[src/rtl/touch_autocal_normalizer_macros.svh]
// Assertion macros for the touch point normalizer.
// Included by the top level; define NO_ASSERTIONS to drop all checks.
`ifndef TOUCH_AUTOCAL_NORMALIZER_MACROS_SVH
`define TOUCH_AUTOCAL_NORMALIZER_MACROS_SVH
`ifndef NO_ASSERTIONS
`define TAN_ASSERT(label, clk, rst_n, prop, msg) \
  label: assert property (@(posedge clk) disable iff (!rst_n) prop) else $error(msg);
`define TAN_ASSERT_NEXT(label, clk, rst_n, cond, prop, msg) \
  label: assert property (@(posedge clk) disable iff (!rst_n) (cond) |=> (prop)) \
    else $error(msg);
`else
`define TAN_ASSERT(label, clk, rst_n, prop, msg)
`define TAN_ASSERT_NEXT(label, clk, rst_n, cond, prop, msg)
`endif
`endif

[src/rtl/tan_pkg.sv]
// Shared types and constants of the touch point normalizer.
// No dependencies; used by touch_autocal_normalizer.
package tan_pkg;

  localparam int RawW    = 10;  // raw reading and calibration limit width
  localparam int OutW    = 11;  // screen coordinate width
  localparam int CalcW   = 13;  // signed width of intermediate coordinates
  localparam int TopW    = 11;  // scale factor width
  localparam int ProdW   = RawW + TopW;
  localparam int DivBits = ProdW;
  localparam int CntW    = $clog2(DivBits);

  localparam logic [RawW-1:0] XLowReset  = RawW'(100);
  localparam logic [RawW-1:0] XHighReset = RawW'(900);
  localparam logic [RawW-1:0] YLowReset  = RawW'(75);
  localparam logic [RawW-1:0] YHighReset = RawW'(900);

  localparam int YOvershoot = 10;

  typedef enum logic [1:0] {
    ROT_0   = 2'd0,
    ROT_90  = 2'd1,
    ROT_180 = 2'd2,
    ROT_270 = 2'd3
  } rot_t;

  typedef enum logic [1:0] {
    ST_IDLE,
    ST_MUL,
    ST_DIV,
    ST_FINISH
  } state_t;

endpackage

[src/rtl/touch_autocal_normalizer.sv]
// Touch point normalizer with automatic min/max calibration: top level.
// Depends on tan_pkg and touch_autocal_normalizer_macros.svh.
//
// One raw touch point is taken per transfer on the in_ stream. Nonzero
// readings widen the calibration limits at once; then each axis is scaled by
// one shared multiplier and one shared restoring divider (one quotient bit per
// cycle, 21 bits), x first and y second; y is clamped to the last screen row,
// and the point is rotated for the screen_rotation register. Per axis a
// multiply step is followed by the divide steps, then the output register is
// loaded. in_tready is low meanwhile, so a new point is not taken until the
// last one is through; a full output register adds a stall until out_tready.
// A finished result waits in the output register, so the next point is taken
// while it is pending. cfg_ready is always high.
`include "touch_autocal_normalizer_macros.svh"

module touch_autocal_normalizer #(
  parameter int SCREEN_WIDTH  = 320,
  parameter int SCREEN_HEIGHT = 480
) (
  input  logic        clk,
  input  logic        rst_n,
  // in_tdata: raw_x[9:0], raw_y[19:10], zero fill above
  input  logic        in_tvalid,
  output logic        in_tready,
  input  logic [23:0] in_tdata,
  // out_tdata: screen_x[10:0], screen_y[21:11], x_low_now[31:22],
  //            x_high_now[41:32], y_low_now[51:42], y_high_now[61:52], zero fill
  // out_tuser: limits_changed[0]
  output logic        out_tvalid,
  input  logic        out_tready,
  output logic [63:0] out_tdata,
  output logic        out_tuser,
  input  logic        cfg_valid,
  output logic        cfg_ready,
  input  logic [1:0]  cfg_data
);

  localparam int RawW  = tan_pkg::RawW;
  localparam int OutW  = tan_pkg::OutW;
  localparam int CalcW = tan_pkg::CalcW;
  localparam int TopW  = tan_pkg::TopW;
  localparam int ProdW = tan_pkg::ProdW;
  localparam int CntW  = tan_pkg::CntW;

  localparam logic [TopW-1:0] TopX = TopW'(SCREEN_WIDTH - 1);
  localparam logic [TopW-1:0] TopY = TopW'(SCREEN_HEIGHT + tan_pkg::YOvershoot);
  localparam logic signed [CalcW-1:0] WMax = CalcW'(SCREEN_WIDTH - 1);
  localparam logic signed [CalcW-1:0] HMax = CalcW'(SCREEN_HEIGHT - 1);
  localparam logic signed [CalcW-1:0] HLim = CalcW'(SCREEN_HEIGHT);

  tan_pkg::state_t state_r, state_nxt;
  tan_pkg::rot_t   rot_r;

  logic [RawW-1:0] x_low_r, x_high_r, y_low_r, y_high_r;
  logic [RawW-1:0] x_low_nxt, x_high_nxt, y_low_nxt, y_high_nxt;
  logic            chg_x, chg_y;
  logic [RawW-1:0] raw_x_r, raw_y_r;
  logic [RawW-1:0] in_raw_x, in_raw_y;
  logic            changed_r;
  logic            axis_r;      // 0: x pass, 1: y pass
  logic            neg_r;

  logic [CntW-1:0]  cnt_r;
  logic [RawW-1:0]  rem_r;
  logic [ProdW-1:0] quo_r;

  logic [RawW-1:0]  sel_raw, sel_low, sel_high, span;
  logic [TopW-1:0]  sel_top;
  logic [RawW:0]    diff;
  logic [RawW-1:0]  diff_mag;
  logic [ProdW-1:0] product;
  logic [RawW:0]    shifted;
  logic [RawW+1:0]  trial;
  logic             ge;
  logic [RawW-1:0]  rem_nxt;
  logic [ProdW-1:0] quo_nxt;
  logic             div_last;
  logic signed [CalcW-1:0] q_signed;
  logic signed [CalcW-1:0] sx_r, sy_r, sy_clamp, ox, oy;

  logic in_fire, load_out, do_mul, do_div;

  logic            out_valid_r;
  logic [63:0]     out_data_r;
  logic            out_user_r;

  assign in_raw_x = in_tdata[RawW-1:0];
  assign in_raw_y = in_tdata[2*RawW-1:RawW];

  // widen the limits with nonzero readings
  always_comb begin
    x_low_nxt  = x_low_r;
    x_high_nxt = x_high_r;
    y_low_nxt  = y_low_r;
    y_high_nxt = y_high_r;
    chg_x = 1'b0;
    chg_y = 1'b0;
    if (in_raw_x != '0) begin
      if (in_raw_x < x_low_r) begin
        x_low_nxt = in_raw_x;
        chg_x = 1'b1;
      end
      if (in_raw_x > x_high_r) begin
        x_high_nxt = in_raw_x;
        chg_x = 1'b1;
      end
    end
    if (in_raw_y != '0) begin
      if (in_raw_y < y_low_r) begin
        y_low_nxt = in_raw_y;
        chg_y = 1'b1;
      end
      if (in_raw_y > y_high_r) begin
        y_high_nxt = in_raw_y;
        chg_y = 1'b1;
      end
    end
  end

  // shared multiplier and divider step
  always_comb begin
    sel_raw  = axis_r ? raw_y_r  : raw_x_r;
    sel_low  = axis_r ? y_low_r  : x_low_r;
    sel_high = axis_r ? y_high_r : x_high_r;
    sel_top  = axis_r ? TopY : TopX;
    span     = sel_high - sel_low;
    diff     = {1'b0, sel_raw} - {1'b0, sel_low};
    diff_mag = diff[RawW] ? RawW'(-diff) : diff[RawW-1:0];
    product  = ProdW'(diff_mag) * ProdW'(sel_top);
    shifted  = {rem_r, quo_r[ProdW-1]};
    trial    = {1'b0, shifted} - {2'b00, span};
    ge       = !trial[RawW+1];
    rem_nxt  = ge ? trial[RawW-1:0] : shifted[RawW-1:0];
    quo_nxt  = {quo_r[ProdW-2:0], ge};
    div_last = (cnt_r == CntW'(tan_pkg::DivBits - 1));
    q_signed = neg_r ? -CalcW'(quo_nxt[TopW-1:0]) : CalcW'(quo_nxt[TopW-1:0]);
  end

  // clamp y and rotate
  always_comb begin
    sy_clamp = (sy_r >= HLim) ? HMax : sy_r;
    unique case (rot_r)
      tan_pkg::ROT_90: begin
        ox = HMax - sy_clamp;
        oy = sx_r;
      end
      tan_pkg::ROT_180: begin
        ox = WMax - sx_r;
        oy = HMax - sy_clamp;
      end
      tan_pkg::ROT_270: begin
        ox = sy_clamp;
        oy = WMax - sx_r;
      end
      default: begin
        ox = sx_r;
        oy = sy_clamp;
      end
    endcase
  end

  // next state
  always_comb begin
    state_nxt = state_r;
    unique case (state_r)
      tan_pkg::ST_IDLE:   if (in_tvalid) state_nxt = tan_pkg::ST_MUL;
      tan_pkg::ST_MUL:    state_nxt = tan_pkg::ST_DIV;
      tan_pkg::ST_DIV: begin
        if (div_last) state_nxt = axis_r ? tan_pkg::ST_FINISH : tan_pkg::ST_MUL;
      end
      tan_pkg::ST_FINISH: if (!out_valid_r || out_tready) state_nxt = tan_pkg::ST_IDLE;
      default:            state_nxt = tan_pkg::ST_IDLE;
    endcase
  end

  // control decodes
  always_comb begin
    in_tready = (state_r == tan_pkg::ST_IDLE);
    cfg_ready = 1'b1;
    in_fire   = in_tvalid && in_tready;
    do_mul    = (state_r == tan_pkg::ST_MUL);
    do_div    = (state_r == tan_pkg::ST_DIV);
    load_out  = (state_r == tan_pkg::ST_FINISH) && (!out_valid_r || out_tready);
  end

  always_ff @(posedge clk) begin
    if (!rst_n) begin
      state_r     <= tan_pkg::ST_IDLE;
      rot_r       <= tan_pkg::ROT_0;
      x_low_r     <= tan_pkg::XLowReset;
      x_high_r    <= tan_pkg::XHighReset;
      y_low_r     <= tan_pkg::YLowReset;
      y_high_r    <= tan_pkg::YHighReset;
      axis_r      <= 1'b0;
      out_valid_r <= 1'b0;
      cnt_r       <= '0;
    end else begin
      state_r <= state_nxt;
      if (cfg_valid && cfg_ready) rot_r <= tan_pkg::rot_t'(cfg_data);
      if (in_fire) begin
        x_low_r  <= x_low_nxt;
        x_high_r <= x_high_nxt;
        y_low_r  <= y_low_nxt;
        y_high_r <= y_high_nxt;
        axis_r   <= 1'b0;
      end
      if (do_mul) cnt_r <= '0;
      if (do_div) begin
        cnt_r <= cnt_r + CntW'(1);
        if (div_last) axis_r <= 1'b1;
      end
      if (load_out) out_valid_r <= 1'b1;
      else if (out_tready) out_valid_r <= 1'b0;
    end
  end

  // datapath, no reset
  always_ff @(posedge clk) begin
    if (in_fire) begin
      raw_x_r   <= in_raw_x;
      raw_y_r   <= in_raw_y;
      changed_r <= chg_x || chg_y;
    end
    if (do_mul) begin
      neg_r <= diff[RawW];
      quo_r <= product;
      rem_r <= '0;
    end
    if (do_div) begin
      quo_r <= quo_nxt;
      rem_r <= rem_nxt;
      if (div_last) begin
        if (axis_r) sy_r <= q_signed;
        else        sx_r <= q_signed;
      end
    end
    if (load_out) begin
      out_data_r <= {2'b00, y_high_r, y_low_r, x_high_r, x_low_r,
                     oy[OutW-1:0], ox[OutW-1:0]};
      out_user_r <= changed_r;
    end
  end

  assign out_tvalid = out_valid_r;
  assign out_tdata  = out_data_r;
  assign out_tuser  = out_user_r;

  `TAN_ASSERT(a_span_pos, clk, rst_n, (x_low_r < x_high_r) && (y_low_r < y_high_r), "calibration span not positive")
  `TAN_ASSERT_NEXT(a_start_x, clk, rst_n, in_fire, (state_r == tan_pkg::ST_MUL) && !axis_r, "accepted point did not start on x")
  `TAN_ASSERT(a_finish_y, clk, rst_n, (state_r == tan_pkg::ST_FINISH) |-> axis_r, "finish reached before y pass")

endmodule
[config.mk]
export PLATFORM = sky130hd
export DESIGN_NAME = touch_autocal_normalizer
export DESIGN_NICKNAME = d
export VERILOG_FILES = /design/src/rtl/tan_pkg.sv /design/src/rtl/touch_autocal_normalizer.sv
export VERILOG_INCLUDE_DIRS = /design/src /design/src/rtl
export SDC_FILE = /design/constraint.sdc
export NUM_CORES = 1
export LEC_CHECK = 0
export BUFFER_PORTS_ARGS = -buffer_cell sky130_fd_sc_hd__buf_2
export CAP_MARGIN = 25
export CELL_PAD_IN_SITES_DETAIL_PLACEMENT = 1
export CELL_PAD_IN_SITES_GLOBAL_PLACEMENT = 1
export CORE_ASPECT_RATIO = 1.2
export CORE_MARGIN = 2
export CORE_UTILIZATION = 40
export CTS_BUF_LIST = sky130_fd_sc_hd__clkbuf_8
export DETAILED_ROUTE_END_ITERATION = 12
export GPL_TIMING_DRIVEN = 0
export PLACE_DENSITY = 0.76
export SLEW_MARGIN = 20
export SYNTH_ARGS = -nofsm -noshare
export SYNTH_HDL_FRONTEND = slang
export SYNTH_SLANG_ARGS = --single-unit
[constraint.sdc]
create_clock -name clk -period 11 [get_ports clk]
set_input_delay 0.55 -clock clk [delete_from_list [all_inputs] [get_ports clk]]
set_output_delay 0.55 -clock clk [all_outputs]
set_load 0.1 [all_outputs]
# Yosys cells after proc, flatten, opt, wreduce, memory -nomap -nowiden

Index checks and enable logic that the tools add are counted.

Flip-flop bits (word level): 191
Bits of input ports: 31
Output and inout bits: 68
Word-level logic and storage cells: 94

Add/subtract/negate cells: 8
Multiply operators: 1
Magnitude comparators: 5
Equal/unequal tests: 10
Muxes and demuxes: 32
Bitwise logic cells: 1
Reduce and logical (&&, ||, !) cells: 18

Operators by type and width:

| operator                                                                               | number |
|---|---|
| 10-bit 2-to-1 mux                                                                      | 7 |
| 11-bit one-hot mux with 3 select lines                                                 | 2 |
| 21-bit 2-to-1 mux                                                                      | 2 |
| 10-bit by 11-bit subtractor with 11-bit output (first input constant)                  | 2 |
| 3-bit AND reduction                                                                    | 7 |
| 10-bit greater-than comparator                                                         | 2 |
| 10-bit less-than comparator                                                            | 2 |
| 10-bit nonzero test                                                                    | 2 |
| 10-bit by 9-bit multiplier with 19-bit output                                          | 1 |
| 13-bit by 10-bit greater-or-equal comparator with 1-bit output (second input constant) | 1 |
| 13-bit 2-to-1 mux                                                                      | 1 |
| 11-bit negator with 13-bit output                                                      | 1 |
| 11-bit by 10-bit subtractor with 12-bit output                                         | 1 |
| 1-bit 2-to-1 mux                                                                       | 11 |
| 11-bit 2-to-1 mux                                                                      | 1 |
| 10-bit by 10-bit subtractor with 11-bit output                                         | 1 |
| 5-bit 2-to-1 mux                                                                       | 2 |
| 10-bit negator                                                                         | 1 |
| 10-bit subtractor                                                                      | 1 |
| 2-bit == test (second input constant)                                                  | 4 |
| 2-bit 2-to-1 mux                                                                       | 4 |
| 8-bit 2-to-1 mux                                                                       | 1 |
| 2-bit one-hot mux with 4 select lines                                                  | 1 |
| 2-bit != test (second input constant)                                                  | 3 |
| other kinds (9)                                                                        | 14 |

# Logic depth before layout (Yosys ltp)

Depth in word-level cells: 7
Mapped depth: 31
Gate-level depth less buffers: 29

# Worst setup path after synthesis

No wires, ideal clock.

Kind: reg-to-reg
Start: register axis_r
End: register quo_r[18], data pin
Library setup time: 260 ps
Arrival time: 7412 ps
Required time: 10740 ps
Path slack: 3328 ps
Stages on the path, launching flop included: 28
Buffers on the path: 2
Clock period less this slack: 7672 ps
Cells stage by stage: dfxtp_1 > clkbuf_1 > clkbuf_1 > mux2i_1 > ha_1 > inv_1 > fa_1 > a211oi_1 > nor2_1 > xnor2_1 > or4b_1 > o31ai_1 > xor2_1 > inv_1 > fa_1 > fa_1 > fa_1 > inv_1 > fa_1 > inv_1 > ha_1 > a21o_1 > a21oi_1 > nor2b_1 > nor2_1 > a21oi_1 > o41ai_1 > mux2_2

Longest elaborated chain between the ends: 7
Elaborated cells on any way between the ends: 9
Classes of those cells: add/sub (2); mul (1); mux (6)

Ends and longest elaborated chain:

| element                                         | RTL line                                                         | source |
|---|---|---|
| start, declared                                 | touch_autocal_normalizer.sv:60                                   | `logic axis_r;` |
| start signal, assigned                          | touch_autocal_normalizer.sv:194                                  | `axis_r <= 1'b0;` |
| start signal, assigned                          | touch_autocal_normalizer.sv:205                                  | `axis_r <= 1'b0;` |
| start signal, assigned                          | touch_autocal_normalizer.sv:210                                  | `if (div_last) axis_r <= 1'b1;` |
| 10-bit 2-to-1 mux (on tied branches)            | touch_autocal_normalizer.sv:122, touch_autocal_normalizer.sv:123 |  |
| 10-bit by 10-bit subtractor with 11-bit output  | touch_autocal_normalizer.sv:127                                  | `diff = {1'b0, sel_raw} - {1'b0, sel_low};` |
| 10-bit negator                                  | touch_autocal_normalizer.sv:128                                  | `diff_mag = diff[RawW] ? RawW'(-diff) : diff[RawW-1:0];` |
| 10-bit 2-to-1 mux                               | touch_autocal_normalizer.sv:128                                  |  |
| 10-bit by 9-bit multiplier with 19-bit output * | touch_autocal_normalizer.sv:129                                  | `product = ProdW'(diff_mag) * ProdW'(sel_top);` |
| 21-bit 2-to-1 mux *                             | touch_autocal_normalizer.sv:224                                  | `if (do_mul) begin` |
| 21-bit 2-to-1 mux *                             | touch_autocal_normalizer.sv:229                                  | `if (do_div) begin` |
| end signal, assigned                            | touch_autocal_normalizer.sv:226                                  | `quo_r <= product;` |
| end signal, assigned                            | touch_autocal_normalizer.sv:230                                  | `quo_r <= quo_nxt;` |
| end, declared                                   | touch_autocal_normalizer.sv:65                                   | `logic [ProdW-1:0] quo_r;` |

Mark *: on every way between the ends. The rest lies on a longest branch, timed or not. The select of a mux whose other input is x is not followed.
A chain may end at the register's enable or synchronous reset.

# Worst setup path after layout

Same ends and word-level chain as after synthesis.

==> summary.md <==
| Metric | Value |
|---|---|
| Remaining Overflow, GRT | `0` |
| Seq/Total Area, Yosys | `40.7%` |
| Unrepaired setup endpoints after global routing | `false` |
| Final Hold Viols | `0` |
| Number of global-route vias before repair | `10400` |
| Final Net Count | `1579` |
| CP startpoint | `axis_r` |
| Buffer count from post-CTS setup fixing | `0` |
| Tcrit/Tclk final | `82.2%` |
| Reg-to-reg startpoint | `axis_r` |
| Area Overhead vs Synth | `11.4%` |
| CP cell instances | `clkbuf_1, clkbuf_1, mux2i_1, fa_1, a211oi_1, nor2_1, xnor2_1, or4b_1, o41ai_2, xnor2_1, or2_1, fa_1, inv_1, fa_1, fa_1, inv_1, fa_1, inv_1, ha_1, or2_2, o221ai_1, a21oi_1, o41ai_1, mux2_2` |
| Final wirelength | `33.5 mm` |
| TNS Setup | `0 ps` |
| Vias post-DR | `9546` |
| Antenna Nets Post-Route | `0` |
| GRT Util Overall | `20.7%` |
| CTS buffer count | `17` |
| Via density | `5.34` |
| Clk_lat worst skew | `530 ps` |
| Iteration count of the initial detailed-routing pass | `4` |
| Class of the worst hold path | `primary input to register` |
| CP dominant cell by count | `fa_1` |
| Initial Util | `40.7%` |
| Number of fill cells | `3593` |
| Largest stage delay, worst path | `670 ps` |
| # clock sinks | `191` |
| Share of layout cells above drive strength 1 | `12.0%` |
| CP Max Fanout | `10` |
| Synth Area per Inst | `10.2 um^2` |
| Multi-input gate area | `6860 um^2` |
| Setup CP Type | `register to register` |
| Largest net degree at the start of global routing | `30` |
| Ys flop type | `edfxtp_1` |
| Chip height | `200 um` |
| Post-Synthesis Cells | `1258` |
| Number of flops mapped to enable cells by yosys | `140` |
| Die ar. | `33600 um^2` |
| FP Rows | `71` |
| Slew @ Worst Pin | `1040 ps` |
| CTS Hold Bufs | `0` |
| Clock Path Buffers | `2` |
| Critical Path Source Type | `register` |
| Post-synthesis register bit count | `191` |
| Root Buffer | `clkbuf_8` |
| Endpoints failing setup | `0` |
| Routed length per instance | `18.8 um` |
| Yosys warns | `0` |
| Data arrival, critical path | `9310 ps` |
| Die width | `168 um` |
| H-tree depth | `4` |
| Netlist cell types | `64` |
| Slew Viols, Final | `0` |
| FF+latch area | `5230 um^2` |
| Initial DRC count | `428` |
| Max Cap Viol | `0` |
| Clock Pin Slew Worst Setup and Hold Paths | `110 ps` |
| Fmax achieved | `111 MHz` |
| Worst setup EP type | `register` |
| Outcome | `completed` |
| CTS tree | `built` |
| Min Tclk post-route | `9040 ps` |
| Crit-path slowest cell | `clkbuf_1` |
| Core footprint | `31500 um^2` |
| Post-synth ARST share | `0%` |
| Cts repair resizes | `0` |
| Top-Level Pins | `99` |
| Fin Clk Skew | `24.6 ps` |
| Mapped cell area | `12800 um^2` |
| Drt drc | `0` |
| Placer's final routability congestion estimate | `0.871` |
| Max_slew headroom | `30.4%` |
| Hold path start | `cfg_data[0]` |
| First-pass GRT wire length | `54.2 mm` |
| Critical path data required time | `11280 ps` |
| Antenna violations before repair | `1` |
| PortBufs | `90` |
| DP HPWL | `27.3 mm` |
## cell usage in the layout (no fill, tap or decap), types with 21 or more instances in the layout
| cell type | count |
|---|---|
| fa_1 | 60 |
| nor3_1 | 23 |
| inv_1 | 161 |
| ha_1 | 115 |
| a21oi_1 | 59 |
| nand2_1 | 109 |
| dfxtp_1 | 51 |
| nor2b_1 | 21 |
| clkbuf_1 | 34 |
| mux2i_1 | 21 |
| nor2_1 | 65 |
| xnor2_1 | 41 |
| o21ai_0 | 81 |
| buf_2 | 91 |
| nand3_1 | 39 |
| edfxtp_1 | 140 |
## routing by layer
metal | up-vias | track usage, % | share of wire [%]
met3 | 59 | 2.87 | 3.1
met4 | 0 | 9.53 | 3.8
li1 | 4596 | - | -
met2 | 163 | 40.0 | 54
met5 | - | 0 | 0
met1 | 4728 | 21.9 | 39
## per-stage QoR
step,worst slack [ps],hold WS (ps),instance area (um^2),std cells,util (%)
after floorplan,3330,400,12900,1259,-
after global placement,2110,406,13800,1750,43.8
after detailed placement,1870,424,13900,1754,44.1
after CTS,1830,275,14300,1786,45.4
after global routing,1370,301,14300,1786,45.4
final,1960,286,14300,1787,45.4
## synthesized netlist by cell type, drive strengths merged, types with 3 or more instances
| cell | instances | area, um^2 |
|---|---|---|
| a31oi | 6 | 37.5 |
| and4 | 5 | 43.8 |
| fa | 60 | 1200 |
| o21ai | 87 | 435 |
| ha | 116 | 1450 |
| nand2 | 109 | 409 |
| nor3 | 23 | 115 |
| a21o | 16 | 120 |
| mux2i | 21 | 210 |
| nor2b | 22 | 138 |
| o21a | 10 | 75.1 |
| xnor2 | 41 | 359 |
| nor2 | 65 | 244 |
| o22a | 3 | 26.3 |
| clkbuf | 34 | 128 |
| a211o | 3 | 26.3 |
| nand2b | 13 | 81.3 |
| a211oi | 7 | 52.6 |
| inv | 163 | 612 |
| mux2 | 16 | 180 |
| o211ai | 13 | 97.6 |
| and2 | 11 | 68.8 |
| edfxtp | 140 | 4200 |
| nand3 | 39 | 195 |
| o41ai | 4 | 42.6 |
| a21boi | 7 | 52.6 |
| and3 | 5 | 31.3 |
| or3 | 6 | 37.5 |
| mux4 | 5 | 113 |
| o31ai | 14 | 105 |
| a21oi | 59 | 295 |
| buf | 8 | 41.3 |
| nor4 | 7 | 43.8 |
| nand4 | 6 | 37.5 |
| xor2 | 20 | 175 |
| or2 | 14 | 87.6 |
| dfxtp | 51 | 1020 |
| o21bai | 3 | 22.5 |
## registers in the layout (all words and copies together) (netlist names)
| register | cells |
|---|---|
| axis_r | 1 |
| changed_r | 1 |
| cnt_r | 5 |
| neg_r | 1 |
| out_tdata | 62 |
| out_tuser | 1 |
| out_tvalid | 1 |
| quo_r | 21 |
| raw_x_r | 10 |
| raw_y_r | 10 |
| rem_r | 10 |
| rot_r | 2 |
| state_r | 2 |
| sx_r | 11 |
| sy_r | 13 |
| x_high_r | 10 |
| x_low_r | 10 |
| y_high_r | 10 |
| y_low_r | 10 |
## logic make-up (layout without fill, tap and decap cells)
family | Yosys count | after routing | share of synthesized area, %
adders and majority gates | 176 | 176 | 20.6
other | 2 | 4 | 0.0584
and+or+nand+nor | 331 | 331 | 12.3
buffers and inverters | 205 | 331 | 6.08
xor gates and xnor gates | 61 | 61 | 4.16
DFF | 191 | 191 | 40.7
AOI/OAI and AO/OA | 250 | 250 | 12.2
muxes | 42 | 42 | 3.91
## cell type report
type                       instances  share of cell area [%]
tap                              401                    3.50
sequential                       191                    36.5
inverter                         163                    4.27
multi-input combinational        863                    47.9
buffer                            42                    1.18
antenna                            1                  0.0175
timing repair buffer              94                    3.71
clock buffer                      17                    1.63
clock inverter                    15                    1.29
## critical path, delay by kind of cell, from the launching register on
kind / cells / cell delay, ps
AOI/OAI and AO/OA: 5 / 1720
xor gates and xnor gates: 2 / 460
adders and majority gates: 6 / 2850
buffers and inverters: 5 / 1240
DFF: 1 / 320
muxes: 2 / 810
and+or+nand+nor: 4 / 1380
## path summary, 6_finish.rpt
kind | to | slack, ps | depth (start not counted)
setup reg to reg | quo_r[18] | 1960 | 24
hold reg to reg | out_tuser | 460 | 0
hold / removal | rot_r[0] | 290 | 3
setup / recovery | quo_r[18] | 1960 | 24
Power is left out: the tool's default activity adds up to more than one toggle a clock period on the data nets, which glitch-free logic cannot reach.
